### config.mk
export PLATFORM = sky130hd
export DESIGN_NAME = csbs_alu
export DESIGN_NICKNAME = d
export VERILOG_FILES = /design/src/sv/csbs_pkg.sv /design/src/sv/csbs_alu.sv
export SDC_FILE = /design/constraint.sdc
export NUM_CORES = 1
export LEC_CHECK = 0
export ABC_AREA = 1
export BUFFER_PORTS_ARGS = -buffer_cell sky130_fd_sc_hd__buf_2
export CAP_MARGIN = 20
export CORE_ASPECT_RATIO = 1.2
export CORE_MARGIN = 2
export CORE_UTILIZATION = 60
export DETAILED_ROUTE_END_ITERATION = 8
export GPL_TIMING_DRIVEN = 0
export PLACE_DENSITY_LB_ADDON = 0.3
export SYNTH_ARGS = -nofsm -noshare
export SYNTH_HDL_FRONTEND = slang
export SYNTH_SLANG_ARGS = --single-unit
export TNS_END_PERCENT = 5
### constraint.sdc
create_clock -name i_clk -period 16 [get_ports i_clk]
set_input_delay 1.6 -clock i_clk [delete_from_list [all_inputs] [get_ports i_clk]]
set_output_delay 1.6 -clock i_clk [all_outputs]
set_load 0.01 [all_outputs]
### src/sv/csbs_pkg.sv
// Shared types, constants and channel arithmetic for the cross-stencil blur and sharpen core.
package csbs_pkg;

    localparam int DIM_W      = 12;
    localparam int PIX_W      = 24;
    localparam int CH_W       = 8;
    localparam int CFG_IDX_W  = 2;

    localparam int DEF_MAX_WIDTH  = 2048;
    localparam int DEF_MAX_HEIGHT = 2048;

    localparam logic [DIM_W-1:0] RST_IMAGE_WIDTH  = 12'd640;
    localparam logic [DIM_W-1:0] RST_IMAGE_HEIGHT = 12'd480;

    localparam logic ACT_PIXEL    = 1'b0;
    localparam logic ACT_FLUSH    = 1'b1;
    localparam logic MODE_BLUR    = 1'b0;
    localparam logic MODE_SHARPEN = 1'b1;

    localparam logic [CH_W-1:0] CH_MAX = 8'd255;

    // Division by five as a multiplication by a scaled reciprocal; exact for sums up to 1275.
    localparam int              BLUR_SHIFT = 18;
    localparam logic [15:0]     BLUR_RECIP = 16'd52429;

    typedef enum logic [CFG_IDX_W-1:0] {
        CFG_IMAGE_WIDTH  = 2'd0,
        CFG_IMAGE_HEIGHT = 2'd1,
        CFG_FILTER_MODE  = 2'd2
    } t_cfg_idx;

    typedef struct packed {
        logic pass;
        logic sharpen;
        logic frame_end;
    } t_emit_ctl;

    function automatic logic [CH_W-1:0] csbs_chan(
        input logic [CH_W-1:0] c,
        input logic [CH_W-1:0] u,
        input logic [CH_W-1:0] d,
        input logic [CH_W-1:0] l,
        input logic [CH_W-1:0] r,
        input logic            sharpen
    );
        logic [9:0]         s;
        logic [10:0]        tot;
        logic [26:0]        prod;
        logic [10:0]        five_c;
        logic signed [12:0] t;
        logic [CH_W-1:0]    res;
        s      = 10'(u) + 10'(d) + 10'(l) + 10'(r);
        tot    = 11'(c) + 11'(s);
        prod   = 27'(tot) * 27'(BLUR_RECIP);
        five_c = 11'({c, 2'b00}) + 11'(c);
        t      = $signed({2'b00, five_c}) - $signed({3'b000, s});
        if (sharpen == MODE_SHARPEN) begin
            if (t < 0) begin
                res = '0;
            end else if (t > 13'sd255) begin
                res = CH_MAX;
            end else begin
                res = t[CH_W-1:0];
            end
        end else begin
            res = prod[BLUR_SHIFT +: CH_W];
        end
        return res;
    endfunction

endpackage

### src/sv/csbs_alu.sv
// Per-channel blur or sharpen arithmetic and the output register.
module csbs_alu (
    input  logic                          i_clk,
    input  logic                          i_rst_n,
    input  logic                          i_s1_valid,
    input  csbs_pkg::t_emit_ctl           i_s1_ctl,
    input  logic [csbs_pkg::PIX_W-1:0]    i_up,
    input  logic [csbs_pkg::PIX_W-1:0]    i_dn,
    input  logic [csbs_pkg::PIX_W-1:0]    i_lf,
    input  logic [csbs_pkg::PIX_W-1:0]    i_ctr,
    input  logic [csbs_pkg::PIX_W-1:0]    i_rgt,
    input  logic                          i_out_free,
    output logic                          o_valid,
    output logic [csbs_pkg::PIX_W-1:0]    o_out_rgb,
    output logic                          o_frame_end
);
    import csbs_pkg::*;

    logic               r_valid;
    logic [PIX_W-1:0]   r_rgb;
    logic               r_frame_end;
    logic [PIX_W-1:0]   n_rgb;

    always_comb begin
        if (i_s1_ctl.pass) begin
            n_rgb = i_ctr;
        end else begin
            n_rgb[23:16] = csbs_chan(i_ctr[23:16], i_up[23:16], i_dn[23:16],
                                     i_lf[23:16], i_rgt[23:16], i_s1_ctl.sharpen);
            n_rgb[15:8]  = csbs_chan(i_ctr[15:8], i_up[15:8], i_dn[15:8],
                                     i_lf[15:8], i_rgt[15:8], i_s1_ctl.sharpen);
            n_rgb[7:0]   = csbs_chan(i_ctr[7:0], i_up[7:0], i_dn[7:0],
                                     i_lf[7:0], i_rgt[7:0], i_s1_ctl.sharpen);
        end
    end

    always_ff @(posedge i_clk) begin
        if (!i_rst_n) begin
            r_valid <= 1'b0;
        end else if (i_out_free) begin
            r_valid <= i_s1_valid;
        end
    end

    always_ff @(posedge i_clk) begin
        if (i_out_free && i_s1_valid) begin
            r_rgb       <= n_rgb;
            r_frame_end <= i_s1_ctl.frame_end;
        end
    end

    assign o_valid     = r_valid;
    assign o_out_rgb   = r_rgb;
    assign o_frame_end = r_frame_end;

endmodule

==> out/metrics.cfg, run 1 <==
[grt]
grt_pass1_vias=14260
grt_max_degree=26
grt-ovfl-total=0
grt_pass1_wl_mm=64.37
antenna_found_initial=0
grt_use_total=0.2933

[yosys]
ys_seq_area_frac=0.05003
syn_area_mm2=0.01541
synth_edf_count=25
async_reset_ff_frac=0
synth-seq-cells=26
synth_top_area_share=0.2456
synthesis.nets=2727
syn_area_per_cell_um2=7.267
synth_area_leaders=fa_1, ha_1, inv_1
syn-instance-count=2120
ys_warn_count=0
ys.flop_type=edfxtp_1
yosysTopAreaCell=fa_1
synthDistinctLibCells=43

[clocking]
clk_pin_slew_ps=70
cts_hold_buffers=0
root_buffer=clkbuf_16
cts-resized-gates=0
numCtsBuffers=3
insertion_delay_ps=270
cts_tree=built
postCtsSetupBuffers=0
clock_sinks=26
htree_num_levels=1
clock_path_buffers=2

[critical_path]
cp_data_required_time_ps=16030
crit_arrival_ps=9420
worst-setup-path-type=input port to register
cp-start-kind=input port
slowest_delay_ps=530
cpMostUsedCell=nand2_1
crit_path_top_delay_cell=fa_1
end_kind=register
crit_fanout=4

[placed_design]
finalWeightedCongestion=1.009
dp_hpwl_mm=35.03
port_buffers=150

[sta]
maxSlewHeadroom=0.2944
grt_setup_unrepaired=no
finalHoldViolCount=0
fmax_mhz=106.5
report.final.slew_viol_count=0
fin_crit_sh=0.5870
finalSetupViolations=0
tns_ps=0
clock_skew_ps=0
fin_crit_ps=9391
worst_slew_pin_slew_ps=1057

[cells_and_area]
seqCellArea_um2=770.7
fin_nets=2882
antenna_cells=0
nFillCells=2260
multiInputGateArea_mm2=0.01247
syn2layout_area_growth_pct=8.235
drive_gt1_frac=0.09235
layout_common_cells=inv_1, nand2_1, ha_1
final_common_cell=inv_1

[detailed_routing]
postRouteWirelength_mm=38.48
ant_nets=0
drtIter0Drc=666
vias_per_cell=5.282
num_vias=13750
drc_errors=0
post_drt_wl_per_cell_um=14.78
firstDrtPassIters=5

[floorplanning]
die_w_um=150.3
fp.coreArea_mm2=0.02538
ios=153
die_h_um=179.5
num_rows=64
die_area_mm2=0.02698
start_util=0.6069

[run_status]
status=finished, final reports clean

[job]
cap_violations=0

[min_path]
worstHoldPathType=register to register

-- flip-flops by register name, summed over array words and instances (netlist names) --
| signal | cells |
|---|---|
| o_frame_end | 1 |
| o_out_rgb | 24 |
| o_valid | 1 |
-- cell families after synthesis --
family,share of synthesized area
buf+inv,0.1403
xor+xnor,0.03565
flops,0.05003
compound gates,0.08560
simple gates,0.2064
fa+ha+maj,0.4819
-- critical path, delay by kind of cell --
family / cells / cell delay (ps)
adder cells (fa/ha/maj): 11 / 4700
AND/OR/NAND/NOR: 20 / 1930
buffers and inverters: 11 / 720
XOR/XNOR: 1 / 320
AO/OA/AOI/OAI: 1 / 150
-- cell usage after synthesis, drive strengths merged (6+ instances only) --
cell    instances
inv           568
nand2         456
ha            291
fa            189
nor2          142
a21oi         120
nand3         106
o21ai          57
xor2           43
edfxtp         25
nand4          18
o21bai         18
nor3           16
xnor2          15
a21o           13
clkbuf          7
nand3b          7
a21boi          6
-- stage by stage --
stage | hold slack [ps] | cells | utilization | setup slack, ps | area, µm²
final | 476.2 | 2604 | 0.6569 | 6609 | 16670
after global routing | 532.7 | 2604 | 0.6569 | 6008 | 16670
after CTS | 477.6 | 2604 | 0.6569 | 6569 | 16670
after detailed placement | 466.5 | 2600 | 0.6528 | 6285 | 16570
after global placement | 456.5 | 2600 | 0.6528 | 6518 | 16570
after floorplan | 491.5 | 2120 | - | 7263 | 15410
-- path summary, 6_finish.rpt --
kind	start	to	slack, ps	depth (start not counted)
worst max-delay path	i_up[9]	o_out_rgb[12]	6610	44
worst max register to register	o_valid	o_valid	15410	2
worst min register to register	o_valid	o_valid	480	2
worst min-delay path	o_valid	o_valid	480	2
-- final cells by class --
class,count,area share
plain buffers,8,0.001801
repair buffers,150,0.04502
flip-flops and latches,26,0.04622
inverters,568,0.1279
clock buffers,3,0.004502
clock inverters,1,0.001801
multi-input cells,1518,0.7480
well taps,330,0.02476
-- per-layer routing --
| metal | vias up | track usage | routed length (µm) |
|---|---|---|---|
| met5 | - | 0 | 0 |
| li1 | 6855 | - | - |
| met1 | 6357 | 0.3555 | 15550 |
| met2 | 445 | 0.5247 | 18880 |
| met3 | 97 | 0.03959 | 2347 |
| met4 | 0 | 0.1060 | 1696 |
Power of run 1 is not shown: default switching activity piles up to over one toggle a cycle in this logic, so the estimate is an artifact.
==> run 2: changes to the inputs <==
--- a/config.mk
+++ b/config.mk
@@ -5,7 +5,7 @@
 export SDC_FILE = /design/constraint.sdc
 export NUM_CORES = 1
 export LEC_CHECK = 0
-export ABC_AREA = 1
+export ABC_AREA = 0
 export BUFFER_PORTS_ARGS = -buffer_cell sky130_fd_sc_hd__buf_2
 export CAP_MARGIN = 20
 export CORE_ASPECT_RATIO = 1.2
==> constraint.sdc (replaced) <==
create_clock -name i_clk -period 9.4 [get_ports i_clk]
set_input_delay 0.94 -clock i_clk [delete_from_list [all_inputs] [get_ports i_clk]]
set_output_delay 0.94 -clock i_clk [all_outputs]
set_load 0.01 [all_outputs]
==> out/metrics.cfg, run 2 <==
[critical_path]
worstReg2RegEnd=o_valid
cp-start-kind=input port
worst-setup-path-type=input port to register
worst-r2r-cell-count=2
cp_num_cells=33
cp_top_family=adder cells
reg2reg_from=o_valid
crit_path_top_delay_cell=fa_1
crit_arrival_ps=9050
slowest_delay_ps=530
crit_path_start=i_up[17]
cpMostUsedCell=fa_1
rrSetupSlack_ps=8700
crit_fanout=5
cp_data_required_time_ps=9360
end_kind=register
cp_num_buf_inv=5
crit_end=o_out_rgb[22]

[min_path]
worstHoldPathType=register to register

[cells_and_area]
layout_common_cells=inv_1, ha_1, fa_1
nFillCells=1724
drive_gt1_frac=0.1581
largest_reg_flops=24
fin_util=0.6844
fin_nets=2221
seqCellArea_um2=770.7
syn2layout_area_growth_pct=12.02
instances_no_fill=1888
multiInputGateArea_mm2=0.01122
final_common_cell=inv_1

[yosys]
synth.area.mux_share=0.005756
ys_warn_count=0
synthAdderAreaFrac=0.5600
yosysTopAreaCell=fa_1
synthXorXnorAreaFrac=0.06106
syn_area_per_cell_um2=9.188
synth_compound_area_frac=0.1212
syn_area_mm2=0.01326
synth_area_leaders=fa_1, ha_1, inv_1
synth_top_family_by_area=adder cells
ys.flop_type=edfxtp_1
async_reset_ff_frac=0
synth_edf_count=25
synth-seq-cells=26
synthMostInstantiatedCell=inv_1
synthTopCellsByCount=inv_1, ha_1, fa_1, nor2_1, xnor2_1
ys_seq_area_frac=0.05813
synthesis.nets=2050
synthDistinctLibCells=73
syn-instance-count=1443
synth_top_area_share=0.2854
synth-simple-area-share=0.07644

[clocking]
htree_num_levels=1
insertion_delay_ps=260
clock_path_buffers=2
clk_pin_slew_ps=70
clock_sinks=26
numCtsBuffers=3
cts_hold_buffers=0
root_buffer=clkbuf_16
cts_tree=built

[grt]
grt_use_total=0.2427
antenna_found_initial=1
grt_max_degree=27
grt_pass1_wl_mm=47.04
grt_pass1_vias=10630
grt-ovfl-total=0

[floorplanning]
start_util=0.6109
ios=153
die_w_um=139.7
num_rows=59
die_h_um=166.8
die_area_mm2=0.02331
fp.coreArea_mm2=0.02170

[placed_design]
dp.cells=1869
dp_hpwl_mm=25.37
pre_cts_slack_ps=-659.9
finalWeightedCongestion=0.8970
port_buffers=152

[sta]
fin_crit_sh=0.9675
setup_ws_ps=305.6
fmax_mhz=110.0
maxSlewHeadroom=0.4787
clock_skew_ps=0
finalHoldViolCount=0
finalSetupViolations=0
worst_slew_pin_slew_ps=776.4
report.final.slew_viol_count=0
tns_ps=0
fin_crit_ps=9094
grt_setup_unrepaired=yes

[detailed_routing]
ant_nets=0
drtIter0Drc=341
post_drt_wl_per_cell_um=14.92
num_vias=10110
firstDrtPassIters=5
postRouteWirelength_mm=28.17
drc_errors=0
vias_per_cell=5.356

[run_status]
status=finished, final reports clean

[job]
cap_violations=0

-- run 2: cell types whose count changed in the layout (fill, tap and decap cells not counted), moves of 39 or more --
cell,change
a21oi_1,-71
inv_1,-151
nand2_1,-416
nand3_1,-95
nor2_1,-68
xnor2_1,+39
-- run 2: tightest hold or removal path, stage by stage (launching register included) --
cell and delay [ps]:
dfxtp_1 320, nor2b_1 150, o21a_1 130
-- run 2: layout make-up --
cell class | count | share of cell area
antenna | 1 | 0.0001685
buffer | 5 | 0.001264
clock buffer | 3 | 0.005054
clock inverter | 1 | 0.0002527
inverter | 410 | 0.1036
multi-input combinational | 1002 | 0.7552
sequential | 26 | 0.05189
tap | 274 | 0.02308
timing repair buffer | 166 | 0.05947
-- run 2: how the worst min path moves through the flow --
stage	start	endpoint	depth (start not counted)
5_1_grt	o_valid	o_valid	2
4_1_cts	o_valid	o_valid	2
3_3_place_gp	o_valid	o_valid	2
2_1_floorplan	o_valid	o_valid	2
6_report	o_valid	o_valid	2
3_5_place_dp	o_valid	o_valid	2
-- run 2: layer usage --
metal | share of wire | vias to the layer above | global-route usage
li1 | - | 4996 | -
met1 | 0.39 | 4860 | 0.2925
met2 | 0.54 | 199 | 0.4585
met3 | 0.036 | 58 | 0.02271
met4 | 0.031 | 0 | 0.06696
met5 | 0 | - | 0
-- run 2: cell families after synthesis --
group / Yosys count
flip-flops: 26
AND/OR/NAND/NOR: 195
buffers and inverters: 415
adder cells (fa/ha/maj): 480
multiplexers: 7
XOR/XNOR: 89
AO/OA/AOI/OAI: 231
-- run 2: what timing repair did --
action | 4_1_cts | 5_1_grt
setup endpoints to repair | 11 | 21
pin swaps | 5 | 40
setup buffers | 2 | 11
resized for setup | 9 | 58
endpoints found under the hold margin | 0 | 0
-- run 2: metrics by stage --
stage	hold slack (ps)	instance area, µm²
after CTS	640.7	14490
final	624.0	14850
after global routing	664.5	14850
after global placement	555.8	14360
after detailed placement	619.6	14360
after floorplan	613.7	13260
Power of run 2 is left out for the same reason.
==> run 3: changes to the inputs <==
--- a/config.mk
+++ b/config.mk
@@ -8,9 +8,11 @@
 export ABC_AREA = 0
 export BUFFER_PORTS_ARGS = -buffer_cell sky130_fd_sc_hd__buf_2
 export CAP_MARGIN = 20
+export CELL_PAD_IN_SITES_DETAIL_PLACEMENT = 1
+export CELL_PAD_IN_SITES_GLOBAL_PLACEMENT = 1
 export CORE_ASPECT_RATIO = 1.2
 export CORE_MARGIN = 2
-export CORE_UTILIZATION = 60
+export CORE_UTILIZATION = 48
 export DETAILED_ROUTE_END_ITERATION = 8
 export GPL_TIMING_DRIVEN = 0
 export PLACE_DENSITY_LB_ADDON = 0.3
==> out/metrics.cfg, run 3 (same netlist as run 2, synthesis figures left out) <==
[run_status]
status=finished, final reports clean

[min_path]
worstHoldPathType=register to register

[sta]
maxSlewHeadroom=0.4444
fin_crit_sh=0.9948
grt_setup_unrepaired=yes
report.final.slew_viol_count=0
tns_ps=0
setup_ws_ps=48.93
worst_slew_pin_slew_ps=827.5
finalHoldViolCount=0
finalSetupViolations=0
clock_skew_ps=0
fin_crit_ps=9351
fmax_mhz=106.9

[detailed_routing]
drc_errors=0
vias_per_cell=5.370
postRouteWirelength_mm=35.56
ant_nets=0
num_vias=10510
firstDrtPassIters=4
post_drt_wl_per_cell_um=18.17
drtIter0Drc=302

[grt]
grt_max_degree=18
antenna_found_initial=3
grt-ovfl-total=0
grt_pass1_vias=11840
grt_pass1_wl_mm=56.99
grt_use_total=0.2489

[critical_path]
worst-setup-path-type=input port to register
slowest_delay_ps=580
crit_fanout=3
crit_path_top_delay_cell=fa_1
crit_arrival_ps=9410
cp-start-kind=input port
cpMostUsedCell=fa_1
end_kind=register
cp_data_required_time_ps=9460

[clocking]
insertion_delay_ps=270
root_buffer=clkbuf_16
cts_tree=built
clk_pin_slew_ps=70
clock_sinks=26
numCtsBuffers=3
cts_hold_buffers=0
clock_path_buffers=2
htree_num_levels=1

[floorplanning]
die_w_um=155.7
fp.coreArea_mm2=0.02717
num_rows=66
ios=153
start_util=0.4880
die_h_um=186.1
die_area_mm2=0.02897

[placed_design]
port_buffers=152
dp.cells=1936
pre_cts_slack_ps=-754.6
finalWeightedCongestion=0.8827
place_area_mm2=0.01447
dp_hpwl_mm=31.40

[cells_and_area]
instances_no_fill=1957
fin_nets=2222
largest_reg_flops=24
postLayoutCellArea_mm2=0.01509
syn2layout_area_growth_pct=13.78
final_common_cell=inv_1
layout_common_cells=inv_1, ha_1, fa_1
drive_gt1_frac=0.1691

[job]
cap_violations=0

==> run 3: changes by cell type in the layout (fill, tap and decap cells not counted), moves of 3 or more <==
cell | before | now
ha_1 | 287 | 284
inv_1 | 406 | 401
a21oi_1 | 45 | 42
ha_4 | 2 | 5
inv_2 | 4 | 9
==> run 3: repair_timing <==
action	in CTS	in global routing
pin swaps	18	49
endpoints found under the hold margin	0	0
endpoints found under the setup margin	19	22
buffers inserted	3	11
resized for setup	28	59
==> run 3: critical path: cells and delay by family <==
kind / cells / cell delay, ps
fa+ha+maj: 11 / 4450
compound gates: 10 / 2070
buf+inv: 7 / 350
xor+xnor: 3 / 430
simple gates: 6 / 1160
==> run 3: final cells by class <==
class                           count  area, µm²
Fill cell                        3185      12080
Multi-Input combinational cell   1002      11320
Inverter                          410       1539
Timing Repair Buffer              167      918.4
Sequential cell                    26      770.7
Tap cell                          340      425.4
Clock buffer                        4      88.84
Buffer                              5      18.77
Antenna cell                        3      7.507
==> run 3: final timing paths <==
check / startpoint / endpoint / slack, ps / depth (start not counted)
worst max-delay path: i_lf[1] / o_out_rgb[7] / 50 / 37
worst min-delay path: o_valid / o_valid / 720 / 2
worst max register to register: o_valid / o_valid / 8620 / 2
worst min register to register: o_valid / o_valid / 720 / 2
==> run 3: routing by layer <==
layer | track usage | routed length (µm) | vias to the layer above
met1 | 0.2686 | 13420 | 5234
met4 | 0.09321 | 1606 | 0
met5 | 0 | 0 | -
met2 | 0.4919 | 19450 | 197
li1 | - | - | 4989
met3 | 0.03027 | 1088 | 90
==> run 3: per-stage QoR <==
stage	utilization	hold WS, ps
after CTS	0.5412	703.6
after global placement	0.5317	667.4
after global routing	0.5551	723.3
after floorplan	-	613.7
after detailed placement	0.5327	687.2
final	0.5553	717.9
Power of run 3 is left out for the same reason.
