==> config.mk <==
export PLATFORM = sky130hd
export DESIGN_NAME = csbs_ctrl
export DESIGN_NICKNAME = d
export VERILOG_FILES = /design/src/sv/csbs_pkg.sv /design/src/sv/csbs_rem.sv /design/src/sv/csbs_ctrl.sv
export SDC_FILE = /design/constraint.sdc
export NUM_CORES = 1
export LEC_CHECK = 0
export ABC_AREA = 1
export BUFFER_PORTS_ARGS = -buffer_cell sky130_fd_sc_hd__buf_2
export CORE_MARGIN = 3
export CORE_UTILIZATION = 50
export DETAILED_ROUTE_END_ITERATION = 8
export PLACE_DENSITY = 0.72
export REMOVE_ABC_BUFFERS = 1
export SYNTH_ARGS = -nofsm -noshare
export SYNTH_HDL_FRONTEND = slang
export SYNTH_SLANG_ARGS = --single-unit
==> constraint.sdc <==
create_clock -name i_clk -period 12.4 [get_ports i_clk]
set_input_delay 2.48 -clock i_clk [delete_from_list [all_inputs] [get_ports i_clk]]
set_output_delay 2.48 -clock i_clk [all_outputs]
set_load 0.02 [all_outputs]
==> src/sv/csbs_pkg.sv <==
// Shared types, constants and channel arithmetic for the cross-stencil blur and sharpen core.
package csbs_pkg;

    localparam int DIM_W      = 12;
    localparam int PIX_W      = 24;
    localparam int CH_W       = 8;
    localparam int CFG_IDX_W  = 2;

    localparam int DEF_MAX_WIDTH  = 2048;
    localparam int DEF_MAX_HEIGHT = 2048;

    localparam logic [DIM_W-1:0] RST_IMAGE_WIDTH  = 12'd640;
    localparam logic [DIM_W-1:0] RST_IMAGE_HEIGHT = 12'd480;

    localparam logic ACT_PIXEL    = 1'b0;
    localparam logic ACT_FLUSH    = 1'b1;
    localparam logic MODE_BLUR    = 1'b0;
    localparam logic MODE_SHARPEN = 1'b1;

    localparam logic [CH_W-1:0] CH_MAX = 8'd255;

    // Division by five as a multiplication by a scaled reciprocal; exact for sums up to 1275.
    localparam int              BLUR_SHIFT = 18;
    localparam logic [15:0]     BLUR_RECIP = 16'd52429;

    typedef enum logic [CFG_IDX_W-1:0] {
        CFG_IMAGE_WIDTH  = 2'd0,
        CFG_IMAGE_HEIGHT = 2'd1,
        CFG_FILTER_MODE  = 2'd2
    } t_cfg_idx;

    typedef struct packed {
        logic pass;
        logic sharpen;
        logic frame_end;
    } t_emit_ctl;

    function automatic logic [CH_W-1:0] csbs_chan(
        input logic [CH_W-1:0] c,
        input logic [CH_W-1:0] u,
        input logic [CH_W-1:0] d,
        input logic [CH_W-1:0] l,
        input logic [CH_W-1:0] r,
        input logic            sharpen
    );
        logic [9:0]         s;
        logic [10:0]        tot;
        logic [26:0]        prod;
        logic [10:0]        five_c;
        logic signed [12:0] t;
        logic [CH_W-1:0]    res;
        s      = 10'(u) + 10'(d) + 10'(l) + 10'(r);
        tot    = 11'(c) + 11'(s);
        prod   = 27'(tot) * 27'(BLUR_RECIP);
        five_c = 11'({c, 2'b00}) + 11'(c);
        t      = $signed({2'b00, five_c}) - $signed({3'b000, s});
        if (sharpen == MODE_SHARPEN) begin
            if (t < 0) begin
                res = '0;
            end else if (t > 13'sd255) begin
                res = CH_MAX;
            end else begin
                res = t[CH_W-1:0];
            end
        end else begin
            res = prod[BLUR_SHIFT +: CH_W];
        end
        return res;
    endfunction

endpackage

==> src/sv/csbs_rem.sv <==
// Serial restoring remainder unit that recomputes the output column after a width change.
module csbs_rem #(
    parameter int MAX_WIDTH  = csbs_pkg::DEF_MAX_WIDTH,
    parameter int MAX_HEIGHT = csbs_pkg::DEF_MAX_HEIGHT
) (
    input  logic                                           i_clk,
    input  logic                                           i_rst_n,
    input  logic                                           i_start,
    input  logic [$clog2(MAX_WIDTH*MAX_HEIGHT+1)-1:0]      i_dividend,
    input  logic [csbs_pkg::DIM_W-1:0]                     i_divisor,
    output logic                                           o_busy,
    output logic                                           o_done,
    output logic [csbs_pkg::DIM_W-1:0]                     o_rem
);
    import csbs_pkg::*;

    localparam int CNT_W = $clog2(MAX_WIDTH * MAX_HEIGHT + 1);
    localparam int IDX_W = $clog2(CNT_W);

    logic               r_busy;
    logic [IDX_W-1:0]   r_bit;
    logic [DIM_W-1:0]   r_rem;
    logic [DIM_W:0]     trial;
    logic [DIM_W-1:0]   n_rem;

    always_comb begin
        trial = {r_rem, i_dividend[r_bit]};
        if (trial >= {1'b0, i_divisor}) begin
            n_rem = DIM_W'(trial - {1'b0, i_divisor});
        end else begin
            n_rem = DIM_W'(trial);
        end
    end

    always_ff @(posedge i_clk) begin
        if (!i_rst_n) begin
            r_busy <= 1'b0;
            r_bit  <= '0;
        end else if (i_start) begin
            r_busy <= 1'b1;
            r_bit  <= IDX_W'(CNT_W - 1);
        end else if (r_busy) begin
            if (r_bit == '0) begin
                r_busy <= 1'b0;
            end else begin
                r_bit <= r_bit - 1'b1;
            end
        end
    end

    always_ff @(posedge i_clk) begin
        if (i_start) begin
            r_rem <= '0;
        end else if (r_busy) begin
            r_rem <= n_rem;
        end
    end

    assign o_busy = r_busy;
    assign o_done = r_busy && (r_bit == '0) && !i_start;
    assign o_rem  = n_rem;

endmodule

==> src/sv/csbs_ctrl.sv <==
// Configuration registers, frame counters, ring addressing and emit decision.
module csbs_ctrl #(
    parameter int MAX_WIDTH  = csbs_pkg::DEF_MAX_WIDTH,
    parameter int MAX_HEIGHT = csbs_pkg::DEF_MAX_HEIGHT
) (
    input  logic                                  i_clk,
    input  logic                                  i_rst_n,
    input  logic                                  i_cfg_wr_en,
    input  logic [csbs_pkg::CFG_IDX_W-1:0]        i_cfg_index,
    input  logic [csbs_pkg::DIM_W-1:0]            i_cfg_wdata,
    input  logic                                  i_accept,
    input  logic                                  i_action,
    input  logic                                  i_out_free,
    output logic                                  o_stall,
    output logic                                  o_s1_valid,
    output csbs_pkg::t_emit_ctl                   o_s1_ctl,
    output logic                                  o_wr_en,
    output logic                                  o_rd_en,
    output logic [$clog2(2*MAX_WIDTH+1)-1:0]      o_wr_addr,
    output logic [$clog2(2*MAX_WIDTH+1)-1:0]      o_up_addr,
    output logic [$clog2(2*MAX_WIDTH+1)-1:0]      o_dn_addr,
    output logic [$clog2(2*MAX_WIDTH+1)-1:0]      o_ctr_addr,
    output logic [$clog2(2*MAX_WIDTH+1)-1:0]      o_rgt_addr
);
    import csbs_pkg::*;

    localparam int DEPTH = 2 * MAX_WIDTH + 1;
    localparam int AW    = $clog2(DEPTH);
    localparam int CNT_W = $clog2(MAX_WIDTH * MAX_HEIGHT + 1);
    localparam int CMP_W = ((CNT_W > DIM_W) ? CNT_W : DIM_W) + 1;
    localparam logic [AW:0] DEPTH_X = (AW + 1)'(DEPTH);

    logic [DIM_W-1:0]   r_cfg_width;
    logic [DIM_W-1:0]   r_cfg_height;
    logic               r_cfg_mode;

    logic [CNT_W-1:0]   r_ic;
    logic [CNT_W-1:0]   r_oc;
    logic [AW-1:0]      r_wa;
    logic [AW-1:0]      r_pa;
    logic [DIM_W-1:0]   r_col;
    logic               r_s1_valid;
    t_emit_ctl          r_s1_ctl;

    logic [DIM_W-1:0]   w_eff;
    logic [DIM_W-1:0]   h_eff;
    logic [2*DIM_W-1:0] area;
    logic [CNT_W-1:0]   total;
    logic               pix_ok;
    logic [CNT_W-1:0]   n_ic;
    logic               emit;
    logic               frame_end;
    logic               pass;
    logic [AW:0]        w_ring;
    logic [AW:0]        dn_sum;
    logic [AW:0]        up_sum;
    logic [AW-1:0]      n_wa;
    logic [AW-1:0]      n_pa;
    logic [DIM_W-1:0]   n_col;
    logic               rem_start;
    logic               rem_busy;
    logic               rem_done;
    logic [DIM_W-1:0]   rem_val;

    assign rem_start = i_cfg_wr_en && (t_cfg_idx'(i_cfg_index) == CFG_IMAGE_WIDTH);

    csbs_rem #(
        .MAX_WIDTH  (MAX_WIDTH),
        .MAX_HEIGHT (MAX_HEIGHT)
    ) u_rem (
        .i_clk      (i_clk),
        .i_rst_n    (i_rst_n),
        .i_start    (rem_start),
        .i_dividend (r_oc),
        .i_divisor  (w_eff),
        .o_busy     (rem_busy),
        .o_done     (rem_done),
        .o_rem      (rem_val)
    );

    always_comb begin
        if (r_cfg_width == '0) begin
            w_eff = DIM_W'(1);
        end else if (32'(r_cfg_width) > MAX_WIDTH) begin
            w_eff = DIM_W'(MAX_WIDTH);
        end else begin
            w_eff = r_cfg_width;
        end
        if (r_cfg_height == '0) begin
            h_eff = DIM_W'(1);
        end else if (32'(r_cfg_height) > MAX_HEIGHT) begin
            h_eff = DIM_W'(MAX_HEIGHT);
        end else begin
            h_eff = r_cfg_height;
        end
    end

    always_comb begin
        area   = w_eff * h_eff;
        total  = CNT_W'(area);
        pix_ok = (i_action == ACT_PIXEL) && (r_ic < total);
        n_ic   = pix_ok ? r_ic + 1'b1 : r_ic;
        if (i_action == ACT_FLUSH) begin
            emit = r_oc < r_ic;
        end else begin
            emit = pix_ok && (CMP_W'(n_ic - r_oc) >= CMP_W'(w_eff) + CMP_W'(1));
        end
        frame_end = (CMP_W'(r_oc) + CMP_W'(1)) >= CMP_W'(total);
        pass = (CMP_W'(r_oc) < CMP_W'(w_eff))
            || ((CMP_W'(r_oc) + CMP_W'(w_eff)) >= CMP_W'(total))
            || (r_col == '0)
            || ({1'b0, r_col} + (DIM_W + 1)'(1) == {1'b0, w_eff})
            || ((CMP_W'(r_oc) + CMP_W'(w_eff)) >= CMP_W'(n_ic));

        w_ring = (AW + 1)'(w_eff);
        dn_sum = {1'b0, r_pa} + w_ring;
        up_sum = {1'b0, r_pa} + (DEPTH_X - w_ring);
        o_dn_addr  = (dn_sum >= DEPTH_X) ? AW'(dn_sum - DEPTH_X) : AW'(dn_sum);
        o_up_addr  = (up_sum >= DEPTH_X) ? AW'(up_sum - DEPTH_X) : AW'(up_sum);
        o_ctr_addr = r_pa;
        o_rgt_addr = (r_pa == AW'(DEPTH - 1)) ? '0 : r_pa + 1'b1;
        o_wr_addr  = r_wa;

        n_wa  = (r_wa == AW'(DEPTH - 1)) ? '0 : r_wa + 1'b1;
        n_pa  = o_rgt_addr;
        n_col = ({1'b0, r_col} + (DIM_W + 1)'(1) == {1'b0, w_eff}) ? '0 : r_col + 1'b1;
    end

    assign o_wr_en    = i_accept && pix_ok;
    assign o_rd_en    = i_accept;
    assign o_stall    = rem_busy || (r_s1_valid && !i_out_free);
    assign o_s1_valid = r_s1_valid;
    assign o_s1_ctl   = r_s1_ctl;

    always_ff @(posedge i_clk) begin
        if (!i_rst_n) begin
            r_cfg_width  <= RST_IMAGE_WIDTH;
            r_cfg_height <= RST_IMAGE_HEIGHT;
            r_cfg_mode   <= MODE_BLUR;
        end else if (i_cfg_wr_en) begin
            case (t_cfg_idx'(i_cfg_index))
                CFG_IMAGE_WIDTH: begin
                    r_cfg_width <= i_cfg_wdata;
                end
                CFG_IMAGE_HEIGHT: begin
                    r_cfg_height <= i_cfg_wdata;
                end
                CFG_FILTER_MODE: begin
                    r_cfg_mode <= i_cfg_wdata[0];
                end
                default: begin
                end
            endcase
        end
    end

    always_ff @(posedge i_clk) begin
        if (!i_rst_n) begin
            r_ic       <= '0;
            r_oc       <= '0;
            r_wa       <= '0;
            r_pa       <= '0;
            r_col      <= '0;
            r_s1_valid <= 1'b0;
        end else begin
            r_s1_valid <= (i_accept && emit) || (r_s1_valid && !i_out_free);
            if (rem_done) begin
                r_col <= rem_val;
            end
            if (i_accept) begin
                if (emit && frame_end) begin
                    r_ic  <= '0;
                    r_oc  <= '0;
                    r_wa  <= '0;
                    r_pa  <= '0;
                    r_col <= '0;
                end else begin
                    r_ic <= n_ic;
                    if (pix_ok) begin
                        r_wa <= n_wa;
                    end
                    if (emit) begin
                        r_oc  <= r_oc + 1'b1;
                        r_pa  <= n_pa;
                        r_col <= n_col;
                    end
                end
            end
        end
    end

    always_ff @(posedge i_clk) begin
        if (i_accept && emit) begin
            r_s1_ctl.pass      <= pass;
            r_s1_ctl.sharpen   <= r_cfg_mode;
            r_s1_ctl.frame_end <= frame_end;
        end
    end

    a_out_behind_in: assert property (@(posedge i_clk) disable iff (!i_rst_n)
        r_oc <= r_ic)
        else $error("Output count has overtaken the input count.");

    a_col_in_row: assert property (@(posedge i_clk) disable iff (!i_rst_n)
        !rem_busy |-> (r_col < w_eff))
        else $error("Output column lies outside the current row width.");

    a_frame_restart: assert property (@(posedge i_clk) disable iff (!i_rst_n)
        (r_s1_valid && r_s1_ctl.frame_end) |->
            (r_ic == '0 && r_oc == '0 && r_wa == '0 && r_pa == '0))
        else $error("Counters not restarted after the last pixel of a frame.");

endmodule

==> out/results.tsv, run 1 <==
stage	metric	value	unit
placement	Buffers on Ports	91	
sta	fin. max-slew vios	0	
global_route	initial antenna violation count	0	
setup_path	crit path max fanout	27	
route	total vias in the final route	21238	
placement	routability congestion estimate from global placement	0.969	
setup_path	WP data required	12.76	ns
finish	commonest non-fill, non-tap cell in the layout	nand2_1	
route	Final ANT Viol Nets	0	
route	via/cell ratio	5.70	
setup_path	Crit path top cell by count	nand2_1	
sta	total negative slack	0	ns
setup_path	Worst setup EP type	register	
clock_network	clk_lat worst skew	0.44	ns
synthesis	synthesis-stage register bit count	131	
global_route	largest net degree at the start of global routing	74	
finish	area grow syn2layout	9.07	%
clock_network	CTS root buf	clkbuf_16	
outcome	outcome	complete, no violations	
finish	share of cells above drive strength 1	8.85	%
synthesis	Avg Cell Area, Syn	6.70	sq um
route	DRT Wirelength	70.4	mm
floorplanning	Die Span Y	209	microns
finish	Multi-input gate area	15800	sq um
clock_network	CTS tree	built	
clock_network	CTS max path bufs	2	
sta	RSZ-0062 raised after global routing	no	
finish	Layout Nets	3601	
setup_path	Crit Path Category	reg2reg	
setup_path	Crit path arrival time	12.06	ns
finish	Final Cell Area	22500	sq um
floorplanning	# IOs	92	
finish	highest-count cells in the layout ignoring fill and taps	687 x nand2_1, 475 x inv_1, 292 x ha_1, 284 x nor2_1, 237 x a21oi_1	
route	Avg WL per Cell	18.9	microns
clock_network	Clock Pin Slew Worst Setup and Hold Paths	0.07	ns
synthesis	post-synthesis sequential area ratio	12.8	%
global_route	GR Util All Layers	31.2	%
global_route	vias in the first global route	19921	
floorplanning	row cnt	73	
power	Max VDD drop	0.120	mV
clock_network	CTS Buf Count	17	
sta	Max-slew headroom	20.3	%
setup_path	Critical-path top delay cell	nor2_1	
synthesis	Post-Synthesis Cells	3082	
clock_network	Num Clock Sinks	131	
setup_path	r2r setup slk	0.70	ns
sta	Slew @ Worst Pin	1.19	ns
synthesis	post-synth cell types	62	
route	drt drc	0	
power	pwr dens	164	nW/um^2
floorplanning	die width	209	microns
floorplanning	die area	43800	sq um
floorplanning	Core Region	40300	sq um
route	Iteration-0 DRC Markers	2208	
placement	Detailed Place HPWL	56.4	mm
sta	Final Skew	0.0135	ns
flow_run	maxcap violations	0	
synthesis	Yosys Warn Count	0	
power	Leak	11.6	nW
finish	ANT cells	0	
finish	Register Area	2650	sq um
min_path	class of the worst hold path	reg2reg	
sta	Min Clock Period, post-route	11.70	ns
sta	# setup viols final	0	
synthesis	main flop type after synthesis	dfxtp_1	
sta	Fmax	85.5	MHz
global_route	global-route wire length before repair	110	mm
synthesis	EDFF count, synth	3	
clock_network	# H-tree levels	4	
sta	Hold Vio Cnt, Final	0	
floorplanning	Initial Util	51.3	%
synthesis	asr flop ratio synth	0	%
finish	fill cell count	3930	
setup_path	nature of the critical path startpoint	register	
synthesis	synthesized area	20700	sq um
placement	Post-DP Area	21800	sq um
setup_path	CP max stage delay	0.57	ns
route	DRT Pass-1 Iters	6	
global_route	Overflow after GRT	0	
sta	Final Cycle Share	94.3	%
## worst max-delay path: cells and delay by family (launching register included)
family	cells	cell delay [ns]
buf+inv	10	1.26
fa+ha+maj	10	3.97
compound gates	6	1.52
simple gates	28	3.89
xor+xnor	3	0.55
flops	1	0.34
## power by group
part	switching, mW	leakage, nW	total, mW	internal [mW]
Combinational	1.73	10.2	2.64	0.907
Sequential	0.0661	1.07	0.539	0.473
Clock	0.237	0.271	0.510	0.273
## flip-flops by register name, summed over array words and instances, names as in the netlist
register,count
o_s1_valid,1
u_rem.r_bit,5
o_ctr_addr,13
r_ic,23
r_cfg_mode,1
o_s1_ctl,3
u_rem.r_rem,12
r_cfg_height,12
r_col,12
u_rem.o_busy,1
r_oc,23
r_cfg_width,12
o_wr_addr,13
## synthesized netlist by cell type, types with 3 or more instances
cell type | number | area, sq um
nor3_2 | 4 | 40.0
a221oi_1 | 5 | 43.8
edfxtp_1 | 3 | 90.1
ha_1 | 292 | 3650
a21o_1 | 5 | 37.5
o31ai_1 | 5 | 37.5
clkbuf_1 | 34 | 128
nand2_1 | 687 | 2580
clkinv_1 | 11 | 41.3
inv_1 | 475 | 1780
a31oi_1 | 7 | 43.8
nand4_1 | 63 | 394
nand3_1 | 166 | 831
nor4_1 | 15 | 93.8
inv_2 | 13 | 48.8
a21boi_0 | 6 | 45.0
nor3_1 | 57 | 285
fa_1 | 104 | 2080
o21ai_0 | 113 | 566
nand3b_1 | 12 | 90.1
buf_6 | 7 | 78.8
dfxtp_1 | 128 | 2560
nand3_2 | 25 | 250
a21oi_1 | 239 | 1200
o221ai_1 | 5 | 43.8
xnor2_1 | 29 | 254
o21a_1 | 6 | 45.0
buf_2 | 21 | 105
o211ai_1 | 10 | 75.1
o21ai_1 | 12 | 60.1
nor2_2 | 6 | 37.5
xor2_1 | 151 | 1320
o21bai_1 | 8 | 60.1
nor3b_1 | 4 | 30.0
buf_4 | 10 | 75.1
nor2_1 | 285 | 1070
a21oi_2 | 10 | 87.6
nand2_2 | 10 | 62.6
a211oi_1 | 7 | 52.6
or2_2 | 7 | 43.8
## logic make-up (layout without fill, tap and decap cells)
group	Yosys count	count (layout)	synth area share, %
and+or+nand+nor	1352	1352	28.7
AOI/OAI and AO/OA	446	447	12.0
xor gates and xnor gates	180	180	7.63
adders and majority gates	396	396	27.8
buffers and inverters	576	691	11.1
other	1	1	0.0182
DFF	131	131	12.8
## path summary, 6_finish.rpt
kind,start,to,cells after the start
min reg2reg,r_cfg_mode,o_s1_ctl[1],0
min,r_cfg_mode,o_s1_ctl[1],0
max,r_cfg_height[11],r_ic[0],57
max reg2reg,r_cfg_height[11],r_ic[0],57
## metrics by stage
| stage | power, mW | util (%) | std cells | hold WS, ns | worst slack [ns] |
|---|---|---|---|---|---|
| floorplan | 2.29 | - | 3006 | 0.408 | 1.37 |
| detailed placement | 3.07 | 54.2 | 3682 | 0.433 | 0.323 |
| finish | 3.69 | 55.9 | 3723 | 0.451 | 0.702 |
| CTS | 3.59 | 55.6 | 3714 | 0.455 | 0.167 |
| global route | 4.02 | 55.9 | 3723 | 0.476 | 0.0294 |
| global placement | 3.01 | 54.2 | 3682 | 0.420 | 0.449 |
## layer usage
layer	routed length, microns	GRT usage [%]	up-vias
li1	-	-	10189
met1	31200	44.5	9917
met2	30900	48.8	1025
met3	6720	5.77	107
met4	1580	7.85	0
met5	0	0	-
## layout make-up
class	instances	area share, %
inverters	500	8.33
flip-flops and latches	131	11.8
well taps	525	2.92
clock inverters	13	0.511
clock buffers	19	2.01
repair buffers	159	4.41
multi-input cells	2376	70.0
## what timing repair did
action                                  4_1_cts  5_1_grt
buffers inserted                              0        8
hold buffers                                  0        0
resized for setup                             0       15
endpoints found under the setup margin        0       88
Power figures use the tool's default switching activity.
==> run 2, diff against run 1 <==
--- a/config.mk
+++ b/config.mk
@@ -7,8 +7,10 @@
 export LEC_CHECK = 0
 export ABC_AREA = 1
 export BUFFER_PORTS_ARGS = -buffer_cell sky130_fd_sc_hd__buf_2
+export CORE_ASPECT_RATIO = 2
 export CORE_MARGIN = 3
 export CORE_UTILIZATION = 50
+export CTS_BUF_LIST = sky130_fd_sc_hd__clkbuf_2
 export DETAILED_ROUTE_END_ITERATION = 8
 export PLACE_DENSITY = 0.72
 export REMOVE_ABC_BUFFERS = 1
==> constraint.sdc (replaced) <==
create_clock -name i_clk -period 12.4 [get_ports i_clk]
set_input_delay 1.24 -clock i_clk [delete_from_list [all_inputs] [get_ports i_clk]]
set_output_delay 1.24 -clock i_clk [all_outputs]
set_load 0.02 [all_outputs]
==> run 2 against run 1 <==
Net effect: clock skew grew 0.053 ns; critical path depth grew 2; power shrank 4.5%; global-route usage grew 3.6 points; die area grew 0.34%; final cell count is essentially flat; sequential power is essentially flat; highest routed layer unchanged.
==> out/results.tsv, run 2 (synthesized netlist as in run 1, its figures left out) <==
stage	metric	value	unit
floorplanning	die width	150	microns
sta	Hold Vio Cnt, Final	0	
clock_network	CTS max path bufs	2	
global_route	initial antenna violation count	1	
min_path	class of the worst hold path	reg2reg	
outcome	outcome	complete, no violations	
setup_path	Worst setup EP type	register	
sta	Fmax	86.0	MHz
clock_network	Clock Pin Slew Worst Setup and Hold Paths	0.23	ns
clock_network	# H-tree levels	4	
power	Leak	11.4	nW
clock_network	Num Clock Sinks	131	
global_route	largest net degree at the start of global routing	74	
sta	# setup viols final	0	
floorplanning	Die Span Y	293	microns
power	Total Power	3.52	mW
finish	highest-count cells in the layout ignoring fill and taps	686 x nand2_1, 475 x inv_1, 292 x ha_1, 283 x nor2_1, 238 x a21oi_1	
placement	routability congestion estimate from global placement	1.05	
setup_path	crit path max fanout	28	
global_route	Overflow after GRT	0	
sta	fin. max-slew vios	0	
setup_path	Critical-path top delay cell	fa_1	
clock_network	CTS tree	built	
clock_network	CTS Buf Count	17	
sta	Fin Hold WS	0.494	ns
finish	biggest regs	r_ic x23, r_oc x23	
placement	Buffers on Ports	91	
setup_path	nature of the critical path startpoint	register	
global_route	vias in the first global route	22143	
clock_network	CTS root buf	clkbuf_2	
sta	Max-slew headroom	5.44	%
clock_network	clk_lat worst skew	0.95	ns
route	DRT Pass-1 Iters	6	
power	Max VDD drop	0.150	mV
sta	total negative slack	0	ns
setup_path	Buf+Inv Stages, Crit Path	13	
finish	area grow syn2layout	7.36	%
finish	commonest non-fill, non-tap cell in the layout	nand2_1	
floorplanning	row cnt	104	
route	DRT Wirelength	76.9	mm
route	Iteration-0 DRC Markers	1040	
flow_run	maxcap violations	0	
finish	fill cell count	4109	
setup_path	CP top delay family	adder cells	
sta	Min Clock Period, post-route	11.63	ns
global_route	global-route wire length before repair	117	mm
sta	Final Skew	0.0664	ns
power	pwr dens	159	nW/um^2
floorplanning	die area	43900	sq um
setup_path	Crit Path Category	reg2reg	
route	drt drc	0	
sta	Slew @ Worst Pin	1.40	ns
finish	share of cells above drive strength 1	8.65	%
setup_path	WP data required	13.23	ns
setup_path	CP max stage delay	0.56	ns
finish	Layout Nets	3594	
floorplanning	# IOs	92	
route	via/cell ratio	5.77	
global_route	GR Util All Layers	34.8	%
sta	Final Cycle Share	93.8	%
setup_path	Crit path arrival time	12.46	ns
floorplanning	Initial Util	50.9	%
route	total vias in the final route	21472	
floorplanning	Core Region	40600	sq um
route	Final ANT Viol Nets	0	
placement	Detailed Place HPWL	62.4	mm
finish	Core Util, Final	54.6	%
route	Avg WL per Cell	20.7	microns
==> run 2: cell type report <==
cell class,instances,area (sq um),share of cell area [%]
multi-input cells,2376,15800,71.1
flip-flops and latches,131,2650,12.0
inverters,500,1880,8.47
repair buffers,152,962,4.34
well taps,530,663,2.99
clock inverters,14,151,0.682
clock buffers,18,90.1,0.406
diodes,1,2.50,0.0113
==> run 2: tightest hold or removal path: stages (launching register included) <==
cell	delay, ns
dfxtp_1	0.38
inv_1	0.05
a21oi_1	0.05
==> run 2: final timing paths <==
| check | start | cells after the start | slack (ns) | to |
|---|---|---|---|---|
| setup / recovery | r_cfg_width[1] | 59 | 0.77 | r_ic[4] |
| hold / removal | r_cfg_mode | 2 | 0.49 | r_cfg_mode |
| setup reg to reg | r_cfg_width[1] | 59 | 0.77 | r_ic[4] |
| hold reg to reg | r_cfg_mode | 2 | 0.49 | r_cfg_mode |
==> run 2: where the power goes <==
part	total [mW]	switching [mW]	internal, mW
Sequential	0.542	0.0689	0.473
Combinational	2.67	1.75	0.917
Clock	0.312	0.215	0.0968
Total	3.52	2.04	1.49
==> run 2: metal layers <==
layer	global-route usage (%)	up-vias	part of all wire, %
met4	35.6	0	13
met3	6.93	449	5.8
met2	62.3	913	50
met1	30.9	9943	32
li1	-	10167	-
met5	0	-	0
==> run 2: what timing repair did <==
action,in CTS,in global routing
hold buffers,0,0
gates resized for setup,0,18
endpoints found under the setup margin,0,88
setup buffers,0,1
==> run 2: per-stage QoR <==
step           setup WS, ns  cell area [sq um]  std cells
6_report              0.772              22200       3722
5_1_grt             -0.0302              22200       3722
4_1_cts               0.161              22100       3719
3_5_place_dp          0.231              21900       3687
3_3_place_gp          0.341              21900       3687
2_1_floorplan          1.37              20200       3006
==> run 3, diff against run 2 <==
--- a/config.mk
+++ b/config.mk
@@ -12,6 +12,7 @@
 export CORE_UTILIZATION = 50
 export CTS_BUF_LIST = sky130_fd_sc_hd__clkbuf_2
 export DETAILED_ROUTE_END_ITERATION = 8
+export GPL_TIMING_DRIVEN = 0
 export PLACE_DENSITY = 0.72
 export REMOVE_ABC_BUFFERS = 1
 export SYNTH_ARGS = -nofsm -noshare
==> run 3 against run 2 <==
Net effect: clock skew shrank 0.033 ns; flip-flop and latch count stayed put; utilization up 0.67 points; highest routed layer is now met5; critical endpoint is now o_ctr_addr[1]; combinational power about the same; cell area grew 1.2%.
==> out/results.tsv, run 3 (synthesized netlist as in run 1, its figures left out) <==
stage	metric	value	unit
outcome	outcome	complete, no violations	
global_route	global-route wire length before repair	116	mm
setup_path	crit path max fanout	22	
power	combinational power share	75.0	%
placement	Buffers on Ports	91	
setup_path	CP top delay family	adder cells	
setup_path	cell count along the critical path	59	
min_path	class of the worst hold path	reg2reg	
clock_network	Num Clock Sinks	131	
clock_network	clk_lat worst skew	0.91	ns
clock_network	# H-tree levels	4	
power	sw frac	57.7	%
finish	area grow syn2layout	8.69	%
global_route	Overflow after GRT	0	
setup_path	RR Endpoint	o_ctr_addr[1]	
route	DRT Pass-1 Iters	7	
clock_network	CTS tree	built	
finish	Layout Nets	3578	
finish	biggest regs	r_ic x23, r_oc x23	
setup_path	Critical-path top delay cell	fa_1	
setup_path	crit path launch	r_cfg_width[1]	
global_route	largest net degree at the start of global routing	44	
route	drt drc	0	
setup_path	Worst setup EP type	register	
floorplanning	Die Span Y	293	microns
clock_network	CTS Buf Count	17	
clock_network	CTS max path bufs	2	
sta	# setup viols final	0	
clock_network	CTS root buf	clkbuf_2	
power	Net Sw Power	2.07	mW
sta	fin. max-slew vios	0	
floorplanning	Initial Util	50.9	%
power	pwr dens	159	nW/um^2
setup_path	r2r worst-path depth	59	
clock_network	Clock Pin Slew Worst Setup and Hold Paths	0.24	ns
sta	Slew @ Worst Pin	1.37	ns
global_route	vias in the first global route	22031	
setup_path	CP max stage delay	0.56	ns
setup_path	Crit Path Category	reg2reg	
setup_path	Worst setup endpoint	o_ctr_addr[1]	
route	Final ANT Viol Nets	0	
floorplanning	row cnt	104	
finish	Core Util, Final	55.3	%
global_route	GR Util All Layers	34.3	%
placement	routability congestion estimate from global placement	1.04	
setup_path	Reg2Reg Launch Point	r_cfg_width[1]	
power	Max VDD drop	0.0949	mV
global_route	initial antenna violation count	3	
sta	Fmax	85.2	MHz
route	Avg WL per Cell	20.9	microns
setup_path	WP data required	13.25	ns
flow_run	maxcap violations	0	
power	Leak	11.4	nW
finish	Register Area	2660	sq um
power	Sequential Power Share	15.0	%
power	clock share of power	9.9	%
route	total vias in the final route	21650	
finish	highest-count cells in the layout ignoring fill and taps	682 x nand2_1, 471 x inv_1, 292 x ha_1, 278 x nor2_1, 237 x a21oi_1	
finish	fill cell count	4100	
finish	share of cells above drive strength 1	9.11	%
floorplanning	die width	150	microns
sta	Final Skew	0.0331	ns
placement	Detailed Place HPWL	58.9	mm
floorplanning	# IOs	92	
floorplanning	Core Region	40600	sq um
setup_path	r2r setup slk	0.67	ns
power	Power Internal	1.51	mW
route	via/cell ratio	5.84	
setup_path	Buf+Inv Stages, Crit Path	11	
placement	Post-DP Area	21500	sq um
sta	Final Cycle Share	94.6	%
setup_path	nature of the critical path startpoint	register	
finish	Final Cell Area	22500	sq um
floorplanning	die area	43900	sq um
route	DRT Wirelength	77.5	mm
finish	commonest non-fill, non-tap cell in the layout	nand2_1	
finish	Multi-input gate area	16100	sq um
setup_path	Crit path arrival time	12.58	ns
sta	Hold Vio Cnt, Final	0	
sta	Min Clock Period, post-route	11.73	ns
route	Iteration-0 DRC Markers	1241	
sta	Max-slew headroom	8.05	%
setup_path	Crit path top cell by count	nand2_1	
[run 3: changes by cell type in the layout (fill, tap and decap cells not counted), sizes merged, moves of 2 or more]
cell,change
inv,-4
nand2,+11
bufinv,+2
buf,-26
clkinvlp,+3
[run 3: how the worst min path moves through the flow]
stage | from | end | slack, ns | cells after the start
floorplan | r_cfg_mode | o_s1_ctl[1] | 0.41 | 0
global placement | r_cfg_mode | o_s1_ctl[1] | 0.42 | 0
detailed placement | r_cfg_mode | o_s1_ctl[1] | 0.43 | 0
CTS | r_cfg_mode | o_s1_ctl[1] | 0.48 | 0
global route | r_cfg_mode | o_s1_ctl[1] | 0.50 | 0
finish | r_cfg_mode | o_s1_ctl[1] | 0.47 | 0
[run 3: stage by stage]
step | setup slack, ns | hold slack [ns] | power, mW | setup TNS, ns | instances
finish | 0.669 | 0.469 | 3.58 | 0 | 3706
global route | -0.0848 | 0.504 | 3.91 | -0.319 | 3705
CTS | 0.000381 | 0.476 | 3.42 | 0 | 3679
detailed placement | -1.78 | 0.430 | 3.01 | -136.18 | 3633
global placement | -2.61 | 0.423 | 2.95 | -201.37 | 3627
floorplan | 1.37 | 0.408 | 2.29 | 0 | 3006
[run 3: power by group through the flow]
| stage | Sequential, mW | Clock [mW] | Combinational [mW] |
|---|---|---|---|
| 2_1_floorplan | 0.531 | 0 | 1.76 |
| 4_1_cts | 0.536 | 0.360 | 2.52 |
| 3_3_place_gp | 0.542 | 0 | 2.41 |
| 6_report | 0.538 | 0.355 | 2.69 |
| 5_1_grt | 0.545 | 0.372 | 2.99 |
| 3_5_place_dp | 0.544 | 0 | 2.47 |
[run 3: timing repair]
action,4_1_cts,5_1_grt
pin swaps,5,10
hold buffers,0,0
setup buffers,12,17
setup endpoints to repair,88,88
gates cloned,3,8
endpoints found under the hold margin,0,0
gates resized for setup,29,43
[run 3: area by class of cell]
type | instances | share of cell area (%)
timing repair buffer | 126 | 3.50
clock buffer | 17 | 0.379
sequential | 131 | 11.8
inverter | 500 | 8.52
multi-input combinational | 2386 | 71.9
tap | 530 | 2.95
clock inverter | 14 | 0.897
antenna | 2 | 0.0223
[run 3: metal layers]
| layer | track usage [%] | wire [microns] |
|---|---|---|
| met3 | 4.69 | 4320 |
| met5 | 0 | 11 |
| met4 | 34.7 | 10400 |
| met2 | 62.1 | 38500 |
| met1 | 31.4 | 24300 |
[run 3: worst register-to-register path, delay by kind of cell (launching register included)]
kind | cells | cell delay, ns
compound gates | 11 | 1.95
xor+xnor | 2 | 0.62
fa+ha+maj | 9 | 4.03
buf+inv | 11 | 1.36
flops | 1 | 0.37
simple gates | 26 | 3.38
